## src/sv/lei_delay.sv

```systemverilog
// Plain shift line that moves a word forward one register per cycle.
// Depends on nothing; used for payload that rides along the cell chains.
module lei_delay #(
  parameter int unsigned WIDTH = 64,
  parameter int unsigned DEPTH = 4
) (
  input  logic             clk_i,
  input  logic [WIDTH-1:0] data_i,
  output logic [WIDTH-1:0] data_o
);

  logic [WIDTH-1:0] tap_q [DEPTH];

  always_ff @(posedge clk_i) begin
    tap_q[0] <= data_i;
    for (int k = 1; k < DEPTH; k++) begin
      tap_q[k] <= tap_q[k-1];
    end
  end

  assign data_o = tap_q[DEPTH-1];

endmodule

```

## config.mk

```make
export PLATFORM = sky130hd
export DESIGN_NAME = lei_delay
export DESIGN_NICKNAME = d
export VERILOG_FILES = /design/src/sv/lei_delay.sv
export SDC_FILE = /design/constraint.sdc
export NUM_CORES = 1
export LEC_CHECK = 0
export ABC_AREA = 1
export BUFFER_PORTS_ARGS = -buffer_cell sky130_fd_sc_hd__buf_2
export CAP_MARGIN = 5
export CORE_MARGIN = 8
export CORE_UTILIZATION = 45
export DETAILED_ROUTE_END_ITERATION = 7
export HOLD_SLACK_MARGIN = 0.08
export PLACE_DENSITY = 0.72
export SLEW_MARGIN = 0
export SYNTH_ARGS = -nofsm -noshare
export SYNTH_HDL_FRONTEND = slang
export SYNTH_SLANG_ARGS = --single-unit
export TNS_END_PERCENT = 50
```

## constraint.sdc

```tcl
create_clock -name clk_i -period 0.8 [get_ports clk_i]
set_input_delay 0.04 -clock clk_i [delete_from_list [all_inputs] [get_ports clk_i]]
set_output_delay 0.04 -clock clk_i [all_outputs]
set_load 0.005 [all_outputs]
```

# Word level (Yosys, flattened, before mapping)
# Memories as Yosys holds them, arrays and structs flattened.
# Index checks and enable logic that the tools add are counted.
# word_totals
regBits	0
ramBits	256
inputBits	65
out_inout_bits	64
word_cells	1
memories	1
# mem_list
name	words	word_bits	read_ports	rd_clocked_by_memory_dff	wr	line	rtl
tap_q	4	64	4	0	4	12	logic [WIDTH-1:0] tap_q [DEPTH];

# Logic depth before layout (Yosys ltp)
# logic_depth
depth_word	0
ltp_mapped	0
mapped_depth_nobuf	0

# Least setup slack after synthesis
# Ideal clock, no wire load.
# synth_timing
path_kind	reg-to-reg
from	memory tap_q[0][0]
to	memory tap_q[1][0]
setup_ps	111
arrival_time_ps	269
t_required_ps	689
setup_slack_ps	420
path_stages_with_launch	1
path_buffers	0
period_less_slack_ps	380
path_cell_list	dfxtp_1
# synth_rtl
item	line
from (decl)	12

==> impl_results.md <==
* Outcome: finished with violations
* Seq pwr share at 0.544
* Initial antenna violation count at 3
* Mean post-synth cell area at 20.02 um2
* RSZ-0062 raised after global routing: yes
* Crit end category: output pin
* Crit Path Class: reg -> out
* H-tree levels at 1
* Leakage Power at between 3 and 4 nW
* Iter 0 DRT Violations at a little over 60
* Placeable Area at around 11,000 um2
* GRT Overall Usage at 0.1110
* Avg Vias per Cell at 3.863
* Skew-Pair Late Insertion Delay at 480 ps
* Initial Util at 0.4547
* Top Registers: tap_q (256)
* Avg WL per Cell at between 10 and 15 um
* Synth unique cells at 1
* Max-Cap Viols at 0
* Fin util at 0.6699
* FMAX at ~1000 MHz
* Clk sink count at roughly 260
* Power Dens Cells at around 3300 nW/um2
* DP Wirelength at slightly above 5000 um
* IO Pins at approximately 130
* Synthesized instance count at 256
* CP startpoint kind: flop
* Buffers from clock root to sink, at most at 3
* Sequential-to-total area share from yosys stat at 1.000
* First-pass GRT wire length at 13,020 um
* Least-Margin Pin Slew at roughly 120 ps
* Crit path cell chain: buf_6
* Die X-Extent at between 100 and 150 um
* Sw power at roughly 4.7 mW
* Endpoints failing setup at 64
* DR pass1 iterations at 2
* Post-route cell area at roughly 7600 um2
* Hold Worst Slack at between 150 and 200 ps
* Internal power at a little over 20 mW
* CTS tree: yes
* Clk slew on worst S/H paths at 60 ps
* Grt ovf at 0
* Largest net degree at the start of global routing at 17
* Nets@finish at ~540
* Vias in the first global route at roughly 2,700
* Ratio of cells with drive above 1 in the final layout at 0.4016
* Period utilization at 1.213
* Die height at 122.7 um
* YS warnings at 0
* Largest register FFs at roughly 260
* Most frequent cells in the layout: dfxtp_1 (225), buf_2 (103), dlygate4sd3_1 (64)
* Post-route insts no fill at approximately 630
* Design Power at 25.04 mW
* Logic pwr share at 0.027
* Yosys reg bits at between 200 and 300
* Worst Path Buf+Inv at 1
* Multi-input gates at 0
* Placed insts at 527
* Top reg by flops: tap_q
* Cell Area, Synth at roughly 5100 um2
* Routed WL at around 8900 um
* Port bufs at 128
* Skew final at around 6.4 ps
* Rows at 39
* Failing checks: setup timing
* DRC errors left at 0
* Leading cell type in the layout, fill and taps excluded: dfxtp_1
* CP peak stage delay at ~350 ps
* Area grow syn2layout at 47.34%
* Clock Power Share at 0.428
* CP delay by family, top: flip-flops
* # fillers at ~730
* Synth Net Count at between 300 and 400
* Clk root buf: clkbuf_16
* CTS buffer count at 23
* Max VDD drop at around 2.3 mV
* Sw Ratio at 0.1870
* Slowest CP cell: dfxtp_2
* Normalized max-slew margin at 0.9167
* Area of the multi-input gates at 0 um2
* Placer's final routability congestion estimate at ~0.65
* Final Hold Viols at 0
* Placed inst area at about 6000 um2
* Critical path data arrival time at 930 ps
* PnR worst setup slack at -170.5 ps
* Via Count at ~2,400
* Slew Viols, Final at 0
* Total die area at roughly 15,000 um2
* Post-route ant nets at 0
* Hold Path Class: in -> reg
* Critical path peak fanout at 1
* CP required at roughly 760 ps
* Min Tclk post-route at 970.5 ps
-- synthesized netlist by cell type, drive strengths merged --
cell type | number | area, um2
dfxtp | 256 | 5125
-- what timing repair did --
item	in CTS	in global routing
endpoints found under the setup margin	64	64
buffers inserted	0	0
endpoints found under the hold margin	64	0
hold buffers	64	0
cloned	0	0
resized for setup	12	44
-- layout make-up --
type | instances | area [um2] | share of cell area
antenna | 3 | 7.507 | 0.0009942
clock buffer | 31 | 655.6 | 0.08683
clock inverter | 9 | 107.6 | 0.01425
sequential | 256 | 5164 | 0.6838
tap | 143 | 178.9 | 0.02370
timing repair buffer | 192 | 1438 | 0.1904
-- kinds of logic (layout without fill, tap and decap cells) --
family	Yosys count	in the layout	share of synthesized area
flip-flops	256	256	1.000
buffers and inverters	0	232	0
other	0	3	0
-- layer usage --
layer | part of all wire | track usage | up-vias
li1 | - | - | 1225
met3 | 0.12 | 0.05198 | 19
met5 | 0 | 0 | -
met1 | 0.37 | 0.1142 | 1099
met4 | 0.018 | 0.03808 | 0
met2 | 0.49 | 0.1950 | 106
-- power groups by stage --
stage | clock, mW | combinational, mW | sequential [mW]
finish | 10.7 | 0.686 | 13.6
global route | 11.6 | 0.740 | 13.7
CTS | 11.0 | 0.613 | 13.6
floorplan | 0 | 0 | 13.8
global placement | 0 | 0.350 | 13.8
detailed placement | 0 | 0.358 | 13.9
-- worst paths after layout --
kind | from | slack, ps | depth (start not counted) | end
max | tap_q[3][1]$_DFF_P_ | -170 | 1 | data_o[1]
min | data_i[15] | 190 | 2 | tap_q[0][15]$_DFF_P_
max reg2reg | tap_q[1][24]$_DFF_P_ | 370 | 0 | tap_q[2][24]$_DFF_P_
min reg2reg | tap_q[2][10]$_DFF_P_ | 320 | 0 | tap_q[3][10]$_DFF_P_
-- stage by stage --
| step | setup slack (ps) | TNS (ps) |
|---|---|---|
| 5_1_grt | -207.6 | -11470 |
| 4_1_cts | -190.6 | -10210 |
| 3_3_place_gp | 337.9 | 0 |
| 2_1_floorplan | 420.0 | 0 |
| 6_report | -170.5 | -8826 |
| 3_5_place_dp | 329.3 | 0 |
Power figures use the tool's default switching activity.
