`src/sv/lei_sqrt_cell.sv`:
```
// One digit of a truncating square root: tries to set root bit BIT_POS,
// keeping the remainder (radicand minus root squared) along the chain.
module lei_sqrt_cell #(
  parameter int unsigned FRAC_BITS = 32,
  parameter int unsigned BIT_POS   = 0
) (
  input  logic                   clk_i,
  input  logic [2*FRAC_BITS+1:0] rem_i,
  input  logic [FRAC_BITS:0]     root_i,
  output logic [2*FRAC_BITS+1:0] rem_o,
  output logic [FRAC_BITS:0]     root_o
);

  localparam int unsigned REM_W = 2 * FRAC_BITS + 2;

  logic [REM_W-1:0]   trial, rem_d, rem_q;
  logic [FRAC_BITS:0] root_d, root_q;
  logic               fits;

  // (root + 2^b)^2 - root^2 = root * 2^(b+1) + 2^(2b)
  assign trial  = (REM_W'(root_i) << (BIT_POS + 1)) + (REM_W'(1) << (2 * BIT_POS));
  assign fits   = rem_i >= trial;
  assign rem_d  = fits ? (rem_i - trial) : rem_i;
  assign root_d = fits ? (root_i | ((FRAC_BITS+1)'(1) << BIT_POS)) : root_i;

  always_ff @(posedge clk_i) begin
    rem_q  <= rem_d;
    root_q <= root_d;
  end

  assign rem_o  = rem_q;
  assign root_o = root_q;

endmodule
```
`config.mk`:
```
export PLATFORM = sky130hd
export DESIGN_NAME = lei_sqrt_cell
export DESIGN_NICKNAME = d
export VERILOG_FILES = /design/src/sv/lei_sqrt_cell.sv
export SDC_FILE = /design/constraint.sdc
export NUM_CORES = 1
export LEC_CHECK = 0
export CORE_MARGIN = 2
export CORE_UTILIZATION = 40
export DETAILED_ROUTE_END_ITERATION = 12
export DONT_BUFFER_PORTS = 1
export REMOVE_ABC_BUFFERS = 1
export SLEW_MARGIN = 20
export SYNTH_ARGS = -nofsm -noshare
export SYNTH_HDL_FRONTEND = slang
export SYNTH_SLANG_ARGS = --single-unit
```
`constraint.sdc`:
```
create_clock -name clk_i -period 3.6 [get_ports clk_i]
set_input_delay 0.72 -clock clk_i [delete_from_list [all_inputs] [get_ports clk_i]]
set_output_delay 0.72 -clock clk_i [all_outputs]
set_load 0.005 [all_outputs]
```
---- Word level (Yosys, flattened, before mapping) ----
Cells that the tools add are included.
word-level totals
  register bits after elaboration ......... 99
  output and inout port bits .............. 99
  input port bits ......................... 100
operators by class
  add/subtract/negate cells ............... 2
  mux-type cells .......................... 1
  order comparisons ....................... 1
operator list
  operator                                       count
  >= comparator 66 x 35 -> 1 bit                 1
  2-to-1 mux 66 bit                              1
  subtractor 66 x 35 -> 66 bit                   1
  adder 34 x 1 -> 35 bit, second input constant  1

---- Longest topological paths before layout ----
  depth after elaboration ................. 3
  gate-level depth with buffers ........... 13
  depth with buffers taken out ............ 11

---- Worst setup path before layout ----
No wires, ideal clock.
  kind .................................... input-to-reg
  start ................................... in root_i[30]
  end ..................................... reg rem_q[45], in the netlist rem_o[45]
  arrival time ............................ 3.289 ns
  slack ................................... 0.194 ns
  stages .................................. 13
  cells stage by stage .................... inv_1 > ha_1 > clkbuf_1 > nand4_1 > or2_2 > nor4_1 > a41oi_1 > and2_4 > o211a_4 > a2111oi_4 > buf_6 > nand3_1 > a32o_1
between the ends
  longest elaborated chain between the ends .. 3
RTL lines
  what                                                                                   RTL line  source
  start, declared                                                                        9         input logic [FRAC_BITS:0] root_i,
  adder 34 x 1 -> 35 bit (*)                                                             21        assign trial = (REM_W'(root_i) << (BIT_POS + 1)) + (REM_W'(1) << (2 * BIT_POS));
  subtractor 66 x 35 -> 66 bit / >= comparator 66 x 35 -> 1 bit (equally long branches)  23, 22
  2-to-1 mux 66 bit (*)                                                                  23        assign rem_d = fits ? (rem_i - trial) : rem_i;
  net rem_d[45]                                                                          16        logic [REM_W-1:0] trial, rem_d, rem_q;
  end signal, assigned                                                                   27        rem_q <= rem_d;
  end, declared                                                                          16
Mark *: on every way through the listed nets, which the timed path passes. The rest lies on a longest branch.
A chain may end at the register's enable or synchronous reset.

---- Worst setup path after layout ----
  start ................................... in root_i[16]
  end ..................................... reg rem_q[39], in the netlist rem_o[39]
The elaborated chain is that of the path after synthesis.

==> metrics.log <==
[metrics] run status: complete, no violations
[metrics] Hold Crit Class: input port to flop
[metrics] category of the critical setup timing path: input port to flop
[metrics] fin. max-slew vios: 0
[metrics] DIE HEIGHT: 118 um
[metrics] Final setup violation count: 0
[metrics] Resized cells post-CTS: 0
[metrics] worst hold margin: 0.391 ns
[metrics] placed cell area: 5500 um2
[metrics] post-route minimum period: 3.23 ns
[metrics] Yosys warnings: 0
[metrics] Post-synth EDFFs: 0
[metrics] Initial Utilization: 41.0%
[metrics] Post-Syn Instances: 612
[metrics] routed wire length: 13.7 mm
[metrics] CTS root buf: sky130_fd_sc_hd__clkbuf_16
[metrics] post-cts hold buffer count: 0
[metrics] number of buffers created by CTS: 9
[metrics] total routing resource utilization after global routing: 20.4%
[metrics] maximum fanout count along the critical path: 6
[metrics] drt pass-1 iters: 4
[metrics] Total Power: 2.76 mW
[metrics] HP Start: root_i[22]
[metrics] core footprint: 12,600 um2
[metrics] leading post-synthesis cells by instance count: sky130_fd_sc_hd__dfxtp_1, sky130_fd_sc_hd__a21oi_1, sky130_fd_sc_hd__nor2_1
[metrics] gp weighted congestion: 0.870
[metrics] sum of net half-perimeters after detailed placement: 11.2 mm
[metrics] leakage power total: 2.50 nW
[metrics] count of pins on the block boundary: 199
[metrics] total setup buffers inserted after CTS: 0
[metrics] maximum clock path buffer count: 2
[metrics] maximum level of the CTS H-tree: 3
[metrics] type of destination of the critical path: flop
[metrics] Mean Syn Cell Area: 8.46 um2
[metrics] area of the mapped netlist: 5180 um2
[metrics] top cells by area, synth: sky130_fd_sc_hd__dfxtp_1, sky130_fd_sc_hd__ha_1, sky130_fd_sc_hd__a21oi_1
[metrics] CP Data Arrival Time: 3.47 ns
[metrics] register clock-pin slew on the reported worst setup and hold paths: 0.06 ns
[metrics] maximum number of pins on one net before global-route repair: 30
[metrics] post-synthesis cell type with the largest combined area: sky130_fd_sc_hd__dfxtp_1
[metrics] Routed Antenna Nets: 0
[metrics] number of global-route vias before repair: 4,437
[metrics] reported max-cap violation count: 0
[metrics] power density relative to cell area: 476 nW/um2
[metrics] Via Count: 4,236
[metrics] area grow syn2layout: 12.0%
[metrics] achievable clock frequency: 309 MHz
[metrics] net count of the finished layout: 759
[metrics] synth unique cells: 59
[metrics] I/O Buffers: 0
[metrics] layout cells sized above 1: 7.96%
[metrics] number of storage elements in the synthesis netlist: 99
[metrics] share of the core filled with cells in the final layout: 45.9%
[metrics] detailed-route wire length per cell: 17.2 um
[metrics] aggregate global routing overflow: 0
[metrics] total count of hold-check failures in the final report: 0
[metrics] CTS sink count: 99
[metrics] diode count: 0
[metrics] crit share post-route: 89.8%
[metrics] horizontal die dimension: 118 um
[metrics] final standard cell area without fillers: 5800 um2
[metrics] Worst Max-Slew Pin Slew: 0.570 ns
[metrics] setup repair after global routing missed its margin: no
[metrics] crit path launch: root_i[16]
[metrics] required time of the critical path: 3.84 ns
[metrics] row cnt: 41
[metrics] global-route wire length before repair: 22.7 mm
[metrics] leading register cell type out of synthesis: sky130_fd_sc_hd__dfxtp_1
[metrics] routed vias/inst: 5.30
[metrics] CTS tree: built
[metrics] antenna violations before repair: 0
[metrics] kind of launch point of the worst setup path: input port
[metrics] DRT iter0 DRCs: 231
[metrics] Max-Slew Margin vs Limit: 61.0%
[metrics] Die Area: 13,900 um2
[metrics] maximum VDD drop: 0.000201 V
[metrics] final routed DRC violation total: 0
[metrics] most instantiated library cell after synthesis: sky130_fd_sc_hd__dfxtp_1
[metrics] fraction of registers with async set/reset: 0%
[metrics] top-area cell type share of the netlist area: 38.3%
[metrics] fraction of the yosys area taken by sequential cells: 38.3%
==> routing by layer <==
layer	track usage [%]	wire length, um
met1	23.4	5620
met5	0	0
met3	6.93	1230
met4	7.23	208
met2	35.1	6670
==> critical path, cell delays in order <==
cell and delay (ns):
sky130_fd_sc_hd__inv_1 0.02, sky130_fd_sc_hd__ha_1 0.35, sky130_fd_sc_hd__a21oi_1 0.36, sky130_fd_sc_hd__a21boi_0 0.23, sky130_fd_sc_hd__a2111oi_0 0.55, sky130_fd_sc_hd__inv_1 0.09
sky130_fd_sc_hd__o31ai_1 0.30, sky130_fd_sc_hd__buf_4 0.20, sky130_fd_sc_hd__o41a_1 0.22, sky130_fd_sc_hd__or3_1 0.15, sky130_fd_sc_hd__nand4b_1 0.13, sky130_fd_sc_hd__xnor2_1 0.15
==> cell families (layout without fill, tap and decap cells) <==
| group | count (synthesis) | after routing | share of synthesized area [%] |
|---|---|---|---|
| AO/OA/AOI/OAI | 138 | 138 | 17.2 |
| buffers and inverters | 67 | 83 | 5.05 |
| multiplexers | 3 | 3 | 0.652 |
| flip-flops | 99 | 99 | 38.3 |
| AND/OR/NAND/NOR | 208 | 208 | 19.7 |
| adder cells (fa/ha/maj) | 35 | 35 | 8.60 |
| XOR/XNOR | 62 | 62 | 10.5 |
==> state kept, by name, summed over array words and instances, names as in the netlist <==
register / flops
root_o: 33
rem_o: 66
==> cell type report <==
class / count / area, um2
fill: 1327 / 6820
multi-input combinational: 446 / 2940
sequential: 99 / 1980
clock buffer: 13 / 260
tap: 172 / 215
timing repair buffer: 24 / 205
inverter: 44 / 165
clock inverter: 2 / 35.0
==> per-stage QoR <==
| step | setup TNS (ns) | setup slack [ns] | instances |
|---|---|---|---|
| finish | 0 | 0.367 | 800 |
| global route | 0 | 0.0668 | 800 |
| CTS | 0 | 0.367 | 800 |
| detailed placement | -0.00000977 | -0.00000977 | 785 |
| global placement | 0 | 0.109 | 785 |
| floorplan | -35.48 | -1.58 | 589 |
==> path summary, 6_finish.rpt <==
| check | end | cells after the start |
|---|---|---|
| hold / removal | root_o[22] | 0 |
| setup / recovery | rem_o[39] | 12 |
==> where the power goes <==
part           switching (mW)  total (mW)  internal, mW
Clock                   0.388       0.960         0.572
Combinational           0.277       0.504         0.227
Sequential             0.0698        1.30          1.23
==> cells in the final DEF (no fill, tap or decap), drive strengths merged, types with 11 or more instances in the layout <==
cell type,n
inv,44
buf,24
clkbuf,13
xor2,29
nand2,54
ha,34
nor2,57
a21o,16
nand4,12
xnor2,33
nor4,11
a21oi,58
o21ai,25
nor3,24
nand3,17
dfxtp,99
Power figures use the tool's default switching activity.
